File: config.mk
export PLATFORM = sky130hd
export DESIGN_NAME = stv_split
export DESIGN_NICKNAME = d
export VERILOG_FILES = /design/src/hdl/stv_pkg.sv /design/src/hdl/stv_split.sv
export SDC_FILE = /design/constraint.sdc
export NUM_CORES = 2
export LEC_CHECK = 0
export BUFFER_PORTS_ARGS = -buffer_cell sky130_fd_sc_hd__buf_2
export CORE_ASPECT_RATIO = 2
export CORE_MARGIN = 3
export CORE_UTILIZATION = 35
export DETAILED_ROUTE_END_ITERATION = 10
export PLACE_DENSITY_LB_ADDON = 0.1
export SLEW_MARGIN = 20
export SYNTH_ARGS = -nofsm -noshare
export SYNTH_HDL_FRONTEND = slang
export SYNTH_SLANG_ARGS = --single-unit
File: constraint.sdc
create_clock -name clock -period 4.8 [get_ports clock]
set_input_delay 1.2 -clock clock [delete_from_list [all_inputs] [get_ports clock]]
set_output_delay 1.2 -clock clock [all_outputs]
set_load 0.01 [all_outputs]
File: src/hdl/stv_pkg.sv
// shared constants, tables and types of the shell tetrahedron vertex indexer
`default_nettype none

package stv_pkg;

   localparam int DEF_MAX_TANGENTIAL = 257;
   localparam int DEF_MAX_RADIAL     = 256;

   localparam int IDX_W     = 32;
   localparam int VERTEX_W  = 28;
   localparam int CSR_W     = 9;
   localparam int CSR_IDX_W = 2;
   localparam int DIAM_W    = 4;
   localparam int TET_W     = 3;
   localparam int CORNER_W  = 3;

   localparam int NUM_HEMI_DIAMONDS = 5;
   localparam int TETS_PER_CELL     = 6;
   localparam int DIAMONDS          = 10;
   localparam int CELLS_PER_SHELL   = TETS_PER_CELL * DIAMONDS;

   localparam logic [CSR_W-1:0] RESET_TANGENTIAL = 9'd17;
   localparam logic [CSR_W-1:0] RESET_RADIAL     = 9'd2;

   localparam int SETTLE_W = 2;
   localparam logic [SETTLE_W-1:0] SETTLE_CYCLES = 2'd3;

   typedef enum logic [CSR_IDX_W-1:0] {
      CSR_TANGENTIAL = 2'd0,
      CSR_RADIAL     = 2'd1
   } csr_index_type;

   typedef struct packed {
      logic valid;
      logic oor;
   } ctrl_type;

   // corner offsets packed as {first, second, layer}
   localparam logic [2:0] CORNER_OFF [0:7] = '{
      3'b001, 3'b101, 3'b111, 3'b011, 3'b000, 3'b100, 3'b110, 3'b010
   };

   localparam logic [CORNER_W-1:0] NORTH_PICK [0:5][0:3] = '{
      '{3'd0, 3'd1, 3'd3, 3'd7}, '{3'd4, 3'd7, 3'd5, 3'd0}, '{3'd0, 3'd5, 3'd1, 3'd7},
      '{3'd1, 3'd2, 3'd3, 3'd6}, '{3'd5, 3'd7, 3'd6, 3'd1}, '{3'd3, 3'd6, 3'd7, 3'd1}
   };

   localparam logic [CORNER_W-1:0] SOUTH_PICK [0:5][0:3] = '{
      '{3'd4, 3'd7, 3'd5, 3'd1}, '{3'd0, 3'd1, 3'd3, 3'd4}, '{3'd4, 3'd3, 3'd7, 3'd1},
      '{3'd7, 3'd6, 3'd5, 3'd2}, '{3'd3, 3'd1, 3'd2, 3'd7}, '{3'd5, 3'd2, 3'd1, 3'd7}
   };

endpackage

`default_nettype wire

File: src/hdl/stv_split.sv
// restoring divider pipeline that splits the element index into layer, diamond and cell
`default_nettype none

module stv_split #(
   parameter int MAX_TANGENTIAL = stv_pkg::DEF_MAX_TANGENTIAL,
   parameter int MAX_RADIAL     = stv_pkg::DEF_MAX_RADIAL,
   localparam int MW   = $clog2(MAX_TANGENTIAL),
   localparam int QB   = $clog2(MAX_TANGENTIAL - 1),
   localparam int QR   = $clog2(MAX_RADIAL),
   localparam int RW   = $clog2(MAX_RADIAL + 1),
   localparam int SQW  = 2 * MW,
   localparam int U60W = SQW + 6,
   localparam int S6W  = SQW + 3,
   localparam int M6W  = MW + 3,
   localparam int CNTW = U60W + RW
) (
   input  logic                           clock,
   input  logic                           reset,
   input  logic                           accept,
   input  logic [stv_pkg::IDX_W-1:0]      element_index,
   input  logic [CNTW-1:0]                count,
   input  logic [U60W-1:0]                unit_shell,
   input  logic [S6W-1:0]                 unit_diamond,
   input  logic [M6W-1:0]                 unit_row,
   output stv_pkg::ctrl_type              ctrl_out,
   output logic [QR-1:0]                  layer,
   output logic [stv_pkg::DIAM_W-1:0]     diamond,
   output logic [QB-1:0]                  coord_b,
   output logic [QB-1:0]                  coord_a,
   output logic [stv_pkg::TET_W-1:0]      tet
);
   import stv_pkg::*;

   localparam int S    = QR + DIAM_W + 2 * QB;
   localparam int CW   = (U60W + QR > IDX_W) ? U60W + QR : IDX_W;
   localparam int CMPW = (CNTW > IDX_W) ? CNTW : IDX_W;

   typedef struct packed {
      ctrl_type          ctrl;
      logic [IDX_W-1:0]  rem;
      logic [QR-1:0]     ir;
      logic [DIAM_W-1:0] dq;
      logic [QB-1:0]     bq;
      logic [QB-1:0]     aq;
   } stage_type;

   stage_type stage_ff [0:S];
   stage_type stage_in [0:S];

   always_comb begin
      stage_in[0].ctrl.valid = accept;
      stage_in[0].ctrl.oor   = CMPW'(element_index) >= CMPW'(count);
      stage_in[0].rem        = element_index;
      stage_in[0].ir         = '0;
      stage_in[0].dq         = '0;
      stage_in[0].bq         = '0;
      stage_in[0].aq         = '0;
   end

   for (genvar j = 1; j <= S; j++) begin : g_step
      // quotient bits come msb first: layer, diamond, row, column
      localparam int KIND = (j <= QR) ? 0 : (j <= QR + DIAM_W) ? 1 :
                            (j <= QR + DIAM_W + QB) ? 2 : 3;
      localparam int SH   = (KIND == 0) ? QR - j :
                            (KIND == 1) ? QR + DIAM_W - j :
                            (KIND == 2) ? QR + DIAM_W + QB - j : S - j;
      logic [CW-1:0] div_w;
      logic          ge_w;

      always_comb begin
         if (KIND == 0) begin
            div_w = CW'(unit_shell) << SH;
         end else if (KIND == 1) begin
            div_w = CW'(unit_diamond) << SH;
         end else if (KIND == 2) begin
            div_w = CW'(unit_row) << SH;
         end else begin
            div_w = CW'(TETS_PER_CELL) << SH;
         end
         ge_w = CW'(stage_ff[j-1].rem) >= div_w;
         stage_in[j] = stage_ff[j-1];
         if (ge_w) begin
            stage_in[j].rem = stage_ff[j-1].rem - div_w[IDX_W-1:0];
         end
         if (KIND == 0) begin
            stage_in[j].ir = (stage_ff[j-1].ir << 1) | QR'(ge_w);
         end else if (KIND == 1) begin
            stage_in[j].dq = (stage_ff[j-1].dq << 1) | DIAM_W'(ge_w);
         end else if (KIND == 2) begin
            stage_in[j].bq = (stage_ff[j-1].bq << 1) | QB'(ge_w);
         end else begin
            stage_in[j].aq = (stage_ff[j-1].aq << 1) | QB'(ge_w);
         end
      end
   end

   always_ff @(posedge clock) begin
      for (int i = 0; i <= S; i++) begin
         if (reset) begin
            stage_ff[i].ctrl <= '0;
         end else begin
            stage_ff[i].ctrl <= stage_in[i].ctrl;
         end
         stage_ff[i].rem <= stage_in[i].rem;
         stage_ff[i].ir  <= stage_in[i].ir;
         stage_ff[i].dq  <= stage_in[i].dq;
         stage_ff[i].bq  <= stage_in[i].bq;
         stage_ff[i].aq  <= stage_in[i].aq;
      end
   end

   assign ctrl_out = stage_ff[S].ctrl;
   assign layer    = stage_ff[S].ir;
   assign diamond  = stage_ff[S].dq;
   assign coord_b  = stage_ff[S].bq;
   assign coord_a  = stage_ff[S].aq;
   assign tet      = stage_ff[S].rem[TET_W-1:0];

endmodule

`default_nettype wire

==> results_dict.tcl <==
set metrics [dict create \
    routed_via_density 5.15 \
    crit_path_max_fanout 8 \
    drive_gt1_share_pct 11.7 \
    period_needed_ns 4.17 \
    power_frac_comb_pct 40.6 \
    io_pins 158 \
    largest-register "stage_ff" \
    vias 45258 \
    synthFlopType "dfxtp_1" \
    finalSetupViolCount 0 \
    criticalPathCategory "input pin to flop" \
    start_kind "input pin" \
    numPortBuffers 157 \
    fp-row-count 212 \
    yosysWarnings 0 \
    avgSynthCellArea_um2 9.56 \
    p_leak_uw 0.0291 \
    ant_nets 0 \
    grt_overflow 0 \
    die-area_um2 174000 \
    p_seq_share_pct 37.1 \
    fmax_ghz 0.240 \
    p_total_uw 50500 \
    drt-total-wl_um 178000 \
    clock-skew-final_ns 0.107 \
    crit-reg2reg-launch "stage_ff[0][462]" \
    die_w_um 296 \
    start_util_pct 35.3 \
    status "complete, no violations" \
    min_path_cells 0 \
    hold_path.class "flop to flop" \
    dr.pass1.iters 5 \
    ys_ff_latch 1363 \
    fin_ws_ns 0.634 \
    placed_area_um2 63600 \
    hp-start "stage_ff[1][453]" \
    wire_per_inst_um 20.3 \
    min_period_over_period_pct 86.8 \
    reg.largest.list "stage_ff: 1363 flops" \
    grt_max_degree 59 \
    clk-insertion-delay-late_ns 0.83 \
    initialDrtViolationCount 1444 \
    largest_reg_flops 1363 \
    syn_nets 6717 \
    reg2reg_depth 14 \
    seq_area_frac_synth_pct 46.3 \
    dp_hpwl_um 144000 \
    power.density_nw_per_um2 739 \
    gp_congestion 0.950 \
    rsz0062_at_grt "false" \
    slew_headroom_pct 32.5 \
    synth_cell_types 87 \
    p_int_uw 31300 \
    final_hold_viol_count 0 \
    dp_worst_setup_slack_ns -0.134 \
    antenna_found_initial 7 \
    cts_resized 0 \
    cts_tree "done" \
    hold_buffers 0 \
    crit_path_end_kind "flop" \
    postSynthCellCount 6161 \
    cts_sinks 1363 \
    synth-edff-count 0 \
    drc_errors 0 \
    hold_end "stage_ff[1][515]" \
    nets 7090 \
    core_um2 167000 \
    ys_async_sr_fraction_pct 0 \
    die_y_um 586 \
    tightest_slew_ns 0.999 \
    maxCapViolCount 0 \
    cts_made_buffers 142 \
    grtUsageTotal_pct 20.3 \
    grt_pass1_vias 48549 \
    r2r-end "stage_ff[0][553]" \
    irDropWorstVdd_v 0.000321 \
    p_sw_uw 19200 \
    switching_share_pct 38.0 \
    path_clk_slew_ns 0.06 \
    final_area_um2 68300 \
    grt_pass1_wl_um 266000 \
    crit_required_ns 5.42 \
    slew_violations 0 \
    arrival_ns 4.78 \
    syn_area_um2 58900 \
    cts_root_buffer "clkbuf_16" \
    cts_max_path_buffers 4 \
    post-cts-setup-buffers 0 \
    power_frac_clock_pct 22.2 \
    cts.htree.levels 4 \
    rrSetupSlack_ns 0.75 \
    areaGrowthSynthToFinish_pct 16.0 \
]
cells in the mapped netlist, types with 23 or more instances:
master	n	area [um2]
nor3_1	163	816
and3_1	45	282
o21a_1	66	495
nand2b_1	72	450
or2_2	28	175
or4_1	45	338
or3_1	79	494
dfxtp_1	1363	27300
a21o_1	163	1220
xnor2_1	312	2730
a21oi_1	454	2270
nor2b_1	119	744
nand2_1	442	1660
o211ai_1	27	203
clkbuf_1	114	428
o31ai_1	47	353
buf_4	34	255
nor4_1	101	632
o21bai_1	42	315
a31oi_1	45	282
nand4_1	56	350
xor2_1	332	2910
mux2_2	80	901
nand3_1	105	526
nand3b_1	23	173
o21ai_0	307	1540
ha_1	411	5140
a211oi_1	38	285
nor2_1	497	1870
inv_1	224	841
worst max-delay path by stage:
stage	from	cells after the start	slack (ns)	end
CTS	unit_shell[0]	14	0.66	stage_ff[0][553]
global route	unit_shell[0]	14	0.55	stage_ff[0][555]
floorplan	unit_shell[22]	10	0.71	stage_ff[0][464]
detailed placement	unit_shell[0]	14	-0.13	stage_ff[0][555]
global placement	unit_shell[0]	14	-0.14	stage_ff[0][555]
finish	unit_shell[0]	14	0.63	stage_ff[0][553]
layer usage:
layer | wire length, um | track usage [%] | vias up
li1 | - | - | 22387
met1 | 49400 | 14.1 | 21349
met2 | 109000 | 45.1 | 942
met3 | 4160 | 2.02 | 580
met4 | 15700 | 16.2 | 0
met5 | 0 | 0 | -
cell families (layout without fill, tap and decap cells):
family / count (synthesis) / after routing / synth area share (%)
XOR/XNOR: 644 / 644 / 9.57
AO/OA/AOI/OAI: 1354 / 1354 / 14.2
adder cells (fa/ha/maj): 431 / 431 / 9.41
AND/OR/NAND/NOR: 1884 / 1884 / 16.0
buffers and inverters: 397 / 868 / 2.78
other: 0 / 18 / 0
flip-flops: 1363 / 1363 / 46.3
multiplexers: 88 / 88 / 1.67
power by group through the flow:
stage / Sequential [uW] / Combinational, uW / Clock (uW)
after floorplan: 17700 / 14600 / 0
after global placement: 19000 / 20300 / 0
after detailed placement: 19000 / 20400 / 0
after CTS: 18800 / 20600 / 11700
after global routing: 19200 / 22700 / 12100
final: 18800 / 20500 / 11200
worst max-delay path: stages:
cell	delay (ns)
buf_2	0.15
ha_1	0.26
fa_1	0.42
nand2b_1	0.19
a21oi_1	0.14
buf_4	0.14
a21oi_1	0.12
a31oi_1	0.34
a31oi_1	0.30
o41a_1	0.71
a211oi_1	0.38
buf_4	0.20
nand3_1	0.09
xnor2_1	0.14
through the flow:
| step | setup TNS, ns | util, % | hold slack [ns] | instances |
|---|---|---|---|---|
| floorplan | 0 | - | 0.310 | 6161 |
| global placement | -0.728 | 38.0 | 0.310 | 8530 |
| detailed placement | -0.575 | 38.0 | 0.312 | 8530 |
| CTS | 0 | 40.9 | 0.288 | 8772 |
| global route | 0 | 40.9 | 0.304 | 8788 |
| finish | 0 | 40.9 | 0.292 | 8790 |
area by class of cell:
| class | count | area (um2) |
|---|---|---|
| Antenna cell | 18 | 45.0 |
| Clock buffer | 190 | 4010 |
| Clock inverter | 52 | 682 |
| Fill cell | 16582 | 98800 |
| Inverter | 225 | 845 |
| Multi-Input combinational cell | 4401 | 30000 |
| Sequential cell | 1363 | 27300 |
| Tap cell | 2140 | 2680 |
| Timing Repair Buffer | 401 | 2730 |
layout by cell type (no fill, tap or decap), types with 45 or more instances in the layout:
cell type	n
o31ai_1	46
nand2_1	442
buf_4	235
nor3_1	163
o21a_1	66
nor4_1	100
or3_1	79
a21oi_1	454
clkbuf_16	144
nand2b_1	72
inv_1	224
or4_1	45
mux2_2	80
nand4_1	56
nand3_1	105
buf_2	157
o21ai_0	306
xor2_1	332
dfxtp_1	1363
and3_1	45
ha_1	411
nor2_1	496
a31oi_1	45
nor2b_1	119
xnor2_1	312
a21o_1	163
No activity file was read; power rests on OpenSTA's default activity.
