File: config.mk
export PLATFORM = sky130hd
export DESIGN_NAME = stv_corner
export DESIGN_NICKNAME = d
export VERILOG_FILES = /design/src/hdl/stv_pkg.sv /design/src/hdl/stv_corner.sv
export SDC_FILE = /design/constraint.sdc
export NUM_CORES = 2
export LEC_CHECK = 0
export BUFFER_PORTS_ARGS = -buffer_cell sky130_fd_sc_hd__buf_2
export CAP_MARGIN = 15
export CORE_AREA = 2 2 414 211
export CTS_BUF_LIST = sky130_fd_sc_hd__clkbuf_8
export DETAILED_ROUTE_END_ITERATION = 7
export DIE_AREA = 0 0 416 213
export MAX_ROUTING_LAYER = met4
export PLACE_DENSITY = 0.85
export SLEW_MARGIN = 20
export SYNTH_ARGS = -nofsm -noshare
export SYNTH_HDL_FRONTEND = slang
export SYNTH_SLANG_ARGS = --single-unit
File: constraint.sdc
create_clock -name clock -period 6.6 [get_ports clock]
set_clock_uncertainty 0.15 [all_clocks]
set_input_delay 0.66 -clock clock [delete_from_list [all_inputs] [get_ports clock]]
set_output_delay 0.66 -clock clock [all_outputs]
set_load 0.05 [all_outputs]
File: src/hdl/stv_pkg.sv
// shared constants, tables and types of the shell tetrahedron vertex indexer
`default_nettype none

package stv_pkg;

   localparam int DEF_MAX_TANGENTIAL = 257;
   localparam int DEF_MAX_RADIAL     = 256;

   localparam int IDX_W     = 32;
   localparam int VERTEX_W  = 28;
   localparam int CSR_W     = 9;
   localparam int CSR_IDX_W = 2;
   localparam int DIAM_W    = 4;
   localparam int TET_W     = 3;
   localparam int CORNER_W  = 3;

   localparam int NUM_HEMI_DIAMONDS = 5;
   localparam int TETS_PER_CELL     = 6;
   localparam int DIAMONDS          = 10;
   localparam int CELLS_PER_SHELL   = TETS_PER_CELL * DIAMONDS;

   localparam logic [CSR_W-1:0] RESET_TANGENTIAL = 9'd17;
   localparam logic [CSR_W-1:0] RESET_RADIAL     = 9'd2;

   localparam int SETTLE_W = 2;
   localparam logic [SETTLE_W-1:0] SETTLE_CYCLES = 2'd3;

   typedef enum logic [CSR_IDX_W-1:0] {
      CSR_TANGENTIAL = 2'd0,
      CSR_RADIAL     = 2'd1
   } csr_index_type;

   typedef struct packed {
      logic valid;
      logic oor;
   } ctrl_type;

   // corner offsets packed as {first, second, layer}
   localparam logic [2:0] CORNER_OFF [0:7] = '{
      3'b001, 3'b101, 3'b111, 3'b011, 3'b000, 3'b100, 3'b110, 3'b010
   };

   localparam logic [CORNER_W-1:0] NORTH_PICK [0:5][0:3] = '{
      '{3'd0, 3'd1, 3'd3, 3'd7}, '{3'd4, 3'd7, 3'd5, 3'd0}, '{3'd0, 3'd5, 3'd1, 3'd7},
      '{3'd1, 3'd2, 3'd3, 3'd6}, '{3'd5, 3'd7, 3'd6, 3'd1}, '{3'd3, 3'd6, 3'd7, 3'd1}
   };

   localparam logic [CORNER_W-1:0] SOUTH_PICK [0:5][0:3] = '{
      '{3'd4, 3'd7, 3'd5, 3'd1}, '{3'd0, 3'd1, 3'd3, 3'd4}, '{3'd4, 3'd3, 3'd7, 3'd1},
      '{3'd7, 3'd6, 3'd5, 3'd2}, '{3'd3, 3'd1, 3'd2, 3'd7}, '{3'd5, 3'd2, 3'd1, 3'd7}
   };

endpackage

`default_nettype wire

File: src/hdl/stv_corner.sv
// corner pick, edge correction and vertex index pipeline over four lanes
`default_nettype none

module stv_corner #(
   parameter int MAX_TANGENTIAL = stv_pkg::DEF_MAX_TANGENTIAL,
   parameter int MAX_RADIAL     = stv_pkg::DEF_MAX_RADIAL,
   localparam int MW   = $clog2(MAX_TANGENTIAL),
   localparam int QB   = $clog2(MAX_TANGENTIAL - 1),
   localparam int QR   = $clog2(MAX_RADIAL),
   localparam int RW   = $clog2(MAX_RADIAL + 1),
   localparam int SQW  = 2 * MW,
   localparam int M10W = SQW + 4
) (
   input  logic                           clock,
   input  logic                           reset,
   input  stv_pkg::ctrl_type              ctrl,
   input  logic [QR-1:0]                  layer,
   input  logic [stv_pkg::DIAM_W-1:0]     diamond,
   input  logic [QB-1:0]                  coord_b,
   input  logic [QB-1:0]                  coord_a,
   input  logic [stv_pkg::TET_W-1:0]      tet,
   input  logic [MW-1:0]                  m,
   input  logic [SQW-1:0]                 m_sq,
   input  logic [M10W-1:0]                m_sq10,
   input  logic [RW-1:0]                  nrad,
   output logic                           rsp_strobe,
   output logic [stv_pkg::VERTEX_W-1:0]   rsp_vertex_a,
   output logic [stv_pkg::VERTEX_W-1:0]   rsp_vertex_b,
   output logic [stv_pkg::VERTEX_W-1:0]   rsp_vertex_c,
   output logic [stv_pkg::VERTEX_W-1:0]   rsp_vertex_d,
   output logic                           rsp_index_out_of_range
);
   import stv_pkg::*;

   localparam int VW = VERTEX_W;
   localparam int LANES = 4;

   // first stage: corner selection and edge correction
   ctrl_type          c1_ff, c1_in;
   logic [QR-1:0]     ir1_ff;
   logic              south1_ff, south_w;
   logic [VW-1:0]     base_ff, base_in;
   logic [DIAM_W-1:0] d5_w, prev_w;
   logic [TET_W-1:0]  tt_w;
   logic [CORNER_W-1:0] cid_w [LANES];
   logic [2:0]        off_w [LANES];
   logic [MW-1:0]     ka_w [LANES];
   logic [MW-1:0]     kb_w [LANES];
   logic [MW-1:0]     bn_w [LANES];
   logic              pole1_ff [LANES];
   logic              pole1_in [LANES];
   logic              o3_ff [LANES];
   logic              o3_in [LANES];
   logic [MW-1:0]     an_ff [LANES];
   logic [MW-1:0]     an_in [LANES];
   logic [MW-1:0]     bm1_ff [LANES];
   logic [MW-1:0]     bm1_in [LANES];
   logic [DIAM_W-1:0] dn_ff [LANES];
   logic [DIAM_W-1:0] dn_in [LANES];

   always_comb begin
      south_w = diamond >= DIAM_W'(NUM_HEMI_DIAMONDS);
      d5_w    = south_w ? diamond - DIAM_W'(NUM_HEMI_DIAMONDS) : diamond;
      prev_w  = (d5_w == '0) ? DIAM_W'(NUM_HEMI_DIAMONDS - 1) : d5_w - DIAM_W'(1);
      tt_w    = (tet < TET_W'(TETS_PER_CELL)) ? tet : '0;
      c1_in   = ctrl;
      base_in = VW'(VW'(layer) * VW'(m_sq10));
      for (int l = 0; l < LANES; l++) begin
         cid_w[l] = south_w ? SOUTH_PICK[tt_w][l] : NORTH_PICK[tt_w][l];
         off_w[l] = CORNER_OFF[cid_w[l]];
         // southern diamonds swap the two in-plane offsets
         ka_w[l]  = MW'(coord_a) + MW'(south_w ? off_w[l][1] : off_w[l][2]);
         kb_w[l]  = MW'(coord_b) + MW'(south_w ? off_w[l][2] : off_w[l][1]);
         o3_in[l] = off_w[l][0];
         pole1_in[l] = (ka_w[l] == '0) && (kb_w[l] == '0);
         if (kb_w[l] == '0) begin
            // upper-left edge: previous diamond, same hemisphere
            an_in[l] = '0;
            bn_w[l]  = ka_w[l];
            dn_in[l] = south_w ? prev_w + DIAM_W'(NUM_HEMI_DIAMONDS) : prev_w;
         end else if (ka_w[l] == m) begin
            // lower-left edge: adjoining diamond of the other hemisphere
            an_in[l] = m - kb_w[l];
            bn_w[l]  = m;
            dn_in[l] = south_w ? d5_w : prev_w + DIAM_W'(NUM_HEMI_DIAMONDS);
         end else begin
            an_in[l] = ka_w[l];
            bn_w[l]  = kb_w[l];
            dn_in[l] = diamond;
         end
         bm1_in[l] = bn_w[l] - MW'(1);
      end
   end

   // second stage: the two products per lane
   ctrl_type      c2_ff;
   logic [VW-1:0] dterm_ff [LANES];
   logic [VW-1:0] dterm_in [LANES];
   logic [VW-1:0] bterm_ff [LANES];
   logic [VW-1:0] bterm_in [LANES];
   logic [VW-1:0] rest_ff [LANES];
   logic [VW-1:0] rest_in [LANES];
   logic [VW-1:0] polev_ff [LANES];
   logic [VW-1:0] polev_in [LANES];
   logic          pole2_ff [LANES];

   always_comb begin
      for (int l = 0; l < LANES; l++) begin
         dterm_in[l] = VW'(VW'(dn_ff[l]) * VW'(m_sq));
         bterm_in[l] = VW'(VW'(bm1_ff[l]) * VW'(m));
         rest_in[l]  = base_ff + (o3_ff[l] ? VW'(m_sq10) : '0) + VW'(an_ff[l])
                       + (VW'(nrad) << 1);
         polev_in[l] = VW'(ir1_ff) + VW'(o3_ff[l]) + (south1_ff ? VW'(nrad) : '0);
      end
   end

   // third stage: final sum into the output register
   ctrl_type      c3_ff;
   logic [VW-1:0] vtx_ff [LANES];
   logic [VW-1:0] vtx_in [LANES];

   always_comb begin
      for (int l = 0; l < LANES; l++) begin
         if (c2_ff.oor) begin
            vtx_in[l] = '0;
         end else if (pole2_ff[l]) begin
            vtx_in[l] = polev_ff[l];
         end else begin
            vtx_in[l] = dterm_ff[l] + bterm_ff[l] + rest_ff[l];
         end
      end
   end

   always_ff @(posedge clock) begin
      if (reset) begin
         c1_ff <= '0;
         c2_ff <= '0;
         c3_ff <= '0;
      end else begin
         c1_ff <= c1_in;
         c2_ff <= c1_ff;
         c3_ff <= c2_ff;
      end
      ir1_ff    <= layer;
      south1_ff <= south_w;
      base_ff   <= base_in;
      for (int l = 0; l < LANES; l++) begin
         pole1_ff[l] <= pole1_in[l];
         o3_ff[l]    <= o3_in[l];
         an_ff[l]    <= an_in[l];
         bm1_ff[l]   <= bm1_in[l];
         dn_ff[l]    <= dn_in[l];
         dterm_ff[l] <= dterm_in[l];
         bterm_ff[l] <= bterm_in[l];
         rest_ff[l]  <= rest_in[l];
         polev_ff[l] <= polev_in[l];
         pole2_ff[l] <= pole1_ff[l];
         vtx_ff[l]   <= vtx_in[l];
      end
   end

   assign rsp_strobe             = c3_ff.valid;
   assign rsp_index_out_of_range = c3_ff.oor;
   assign rsp_vertex_a           = vtx_ff[0];
   assign rsp_vertex_b           = vtx_ff[1];
   assign rsp_vertex_c           = vtx_ff[2];
   assign rsp_vertex_d           = vtx_ff[3];

endmodule

`default_nettype wire

==> impl_metrics.env <==
export IMPL_grt_ovfl_total=0
export IMPL_clockBufferDepth=3
export IMPL_synth_top_area_cell="fa_1"
export IMPL_yosysTopAreaCellShare_pct=21.98
export IMPL_synth_cell_types=87
export IMPL_period_needed_ps=5611
export IMPL_grt_pass1_wl_um=261300
export IMPL_drive_above_1_share_pct=7.200
export IMPL_ant_nets=0
export IMPL_gp_congestion=1.090
export IMPL_cts_root_buf="clkbuf_8"
export IMPL_grt_max_degree=46
export IMPL_synth_nets=7594
export IMPL_rows=76
export IMPL_worst_path_buf_inv=0
export IMPL_setup_tns_ps=0
export IMPL_crit_type="reg -> reg"
export IMPL_hold_viol=0
export IMPL_worst_pin_slew_ps=1256
export IMPL_synth_ff_type="dfxtp_1"
export IMPL_relSlewSlack_pct=15.67
export IMPL_clock_sinks=567
export IMPL_dr_pass1_iters=7
export IMPL_critPathTopFamily="compound AO/OA/AOI/OAI gates"
export IMPL_rr_startpoint="o3_ff[3]"
export IMPL_ys_seq_elements=567
export IMPL_clkSlewWorstSetupHoldPaths_ps=70
export IMPL_avgViaCountPerCell=6.042
export IMPL_min_to="ir1_ff[3]"
export IMPL_r2r_cells=14
export IMPL_crit_chain="and2_1 > fa_1 > fa_1 > ha_1 > and2_1 > a311oi_1 > a211oi_1 > o31ai_1 > a31oi_1 > o311a_1 > o21a_1 > o41ai_1 > o21ai_0 > xor2_1"
export IMPL_ios=207
export IMPL_crit_required_ps=7100
export IMPL_detail_route_wl_per_cell_um=22.61
export IMPL_maxCapViolCount=0
export IMPL_cp_start_kind="flip-flop"
export IMPL_fp_dieH_um=213
export IMPL_final_cell_mix="inv_1, nand2_1, ha_1"
export IMPL_critPathMaxFanout=23
export IMPL_place_hpwl_um=137900
export IMPL_syn_avg_cell_area_um2=8.938
export IMPL_grt_pass1_vias=44794
export IMPL_drv_slew=0
export IMPL_crit_path_end_kind="flip-flop"
export IMPL_crit_path_max_incr_delay_ps=870
export IMPL_netlist_area_mm2=0.05566
export IMPL_syn_inst=6227
export IMPL_grt_usage_pct=40.18
export IMPL_fin_crit_sh_pct=85.02
export IMPL_finalSetupViolCount=0
export IMPL_cp_depth=14
export IMPL_die_w_um=416
export IMPL_timing_rr_end="rest_ff[3][27]"
export IMPL_vias=45588
export IMPL_synthArstFlopShare_pct=0
export IMPL_outcome="completed"
export IMPL_final_common_cell="inv_1"
export IMPL_drt_iter0_drc=5705
export IMPL_h_tree_depth=3
export IMPL_post_cts_resized=0
export IMPL_min_from="layer[3]"
export IMPL_synth_edf_count=0
export IMPL_clk_latency_ps=820
export IMPL_worst_r2r_setup_slack_ps=990
export IMPL_core_mm2=0.08511
export IMPL_hold_class="in -> reg"
export IMPL_area_growth_pct=7.079
export IMPL_dieArea_mm2=0.08861
export IMPL_antenna_found_initial=12
export IMPL_initial_utilization_pct=65.40
export IMPL_max_freq_mhz=178.2
export IMPL_wirelength_um=170600
export IMPL_hold_depth=1
export IMPL_seq_area_frac_synth_pct=20.39
export IMPL_layout_nets=7704
export IMPL_postCtsSetupRepairBufs=0
export IMPL_ys_warnings_count=0
export IMPL_yosys_top_cells_area="fa_1, dfxtp_1, ha_1, and2_1, inv_1"
export IMPL_rsz0062_at_grt="false"
export IMPL_cts_tree="yes"
export IMPL_critPathArrivalTime_ps=6110
export IMPL_drc_errors=0
export IMPL_numCtsBuffers=87
export IMPL_numPortBuffers=206
export IMPL_cp_slowest_cell="dfxtp_1"
==> synthesized netlist by cell type, drive strengths merged, types with 39 or more instances <==
cell type	number
nor2	393
a21o	82
nand2	688
buf	53
ha	663
clkbuf	185
fa	611
dfxtp	567
inv	699
mux2i	48
o21a	53
and3	39
and2	420
nand2b	55
a211oi	54
a21oi	293
nor2b	74
nand3	121
o21ai	201
xnor2	287
xor2	165
nor3	104
==> through the flow <==
step	cells	hold WS, ps	utilization (%)	area, µm²	worst slack (ps)
finish	7545	57.27	70.03	59600	988.8
global route	7543	25.62	70.02	59590	655.5
CTS	7533	14.17	69.97	59550	1109
detailed placement	7375	168.5	67.67	57590	622.1
global placement	7375	167.6	67.67	57590	828.6
floorplan	6227	159.6	-	55660	943.5
==> worst register-to-register path: stages (launching register included) <==
cell and delay, ps:
dfxtp_1 870, and2_1 250, fa_1 430, fa_1 450, ha_1 370, and2_1 170, a311oi_1 440, a211oi_1 160
o31ai_1 350, a31oi_1 190, o311a_1 400, o21a_1 220, o41ai_1 580, o21ai_0 260, xor2_1 190
==> worst max-delay path by stage <==
stage	startpoint	end	slack, ps
3_3_place_gp	m[0]	bterm_ff[2][17]	830
3_5_place_dp	m[0]	bterm_ff[3][14]	620
4_1_cts	o3_ff[3]	rest_ff[3][27]	1110
6_report	o3_ff[3]	rest_ff[3][27]	990
2_1_floorplan	m[0]	bterm_ff[2][17]	940
5_1_grt	o3_ff[3]	rest_ff[3][27]	660
==> state kept, by name, summed over array words and instances, names as in the netlist <==
name and cells:
rest_ff 112, c2_ff 2, o3_ff 4, polev_ff 40
bterm_ff 72, vtx_ff 112, dterm_ff 88, c1_ff 2
base_ff 28, ir1_ff 8, pole2_ff 4, an_ff 36
south1_ff 1, bm1_ff 36, pole1_ff 4, dn_ff 16
rsp_index_out_of_range 1, rsp_strobe 1
==> cells by family after synthesis <==
group / count (synthesis) / synth area share (%)
fa+ha+maj: 1274 / 36.88
mux: 62 / 1.153
xor+xnor: 453 / 7.194
buf+inv: 937 / 6.382
simple gates: 2003 / 17.35
flops: 567 / 20.39
compound gates: 931 / 10.64
==> routing by layer <==
| layer | vias up | track usage [%] | wire length (µm) |
|---|---|---|---|
| met3 | 265 | 15.42 | 29010 |
| met2 | 2746 | 51.85 | 64470 |
| met5 | - | - | 0 |
| met4 | 0 | 10.47 | 4196 |
| met1 | 22014 | 57.96 | 72890 |
| li1 | 20563 | - | - |
==> what timing repair did <==
| action | CTS | global route |
|---|---|---|
| endpoints found under the hold margin | 6 | 0 |
| hold buffers | 3 | 0 |
| endpoints found under the setup margin | 0 | 0 |
==> layout make-up <==
| type | instances | area [µm²] |
|---|---|---|
| clock inverter | 44 | 397.9 |
| fill | 6396 | 25510 |
| clock buffer | 111 | 1528 |
| multi-input combinational | 4723 | 40770 |
| antenna | 11 | 27.53 |
| sequential | 567 | 11350 |
| tap | 1131 | 1415 |
| timing repair buffer | 259 | 1486 |
| inverter | 699 | 2624 |
Power is left out: the tool's default activity adds up to more than one toggle a clock period on the data nets, which glitch-free logic cannot reach.
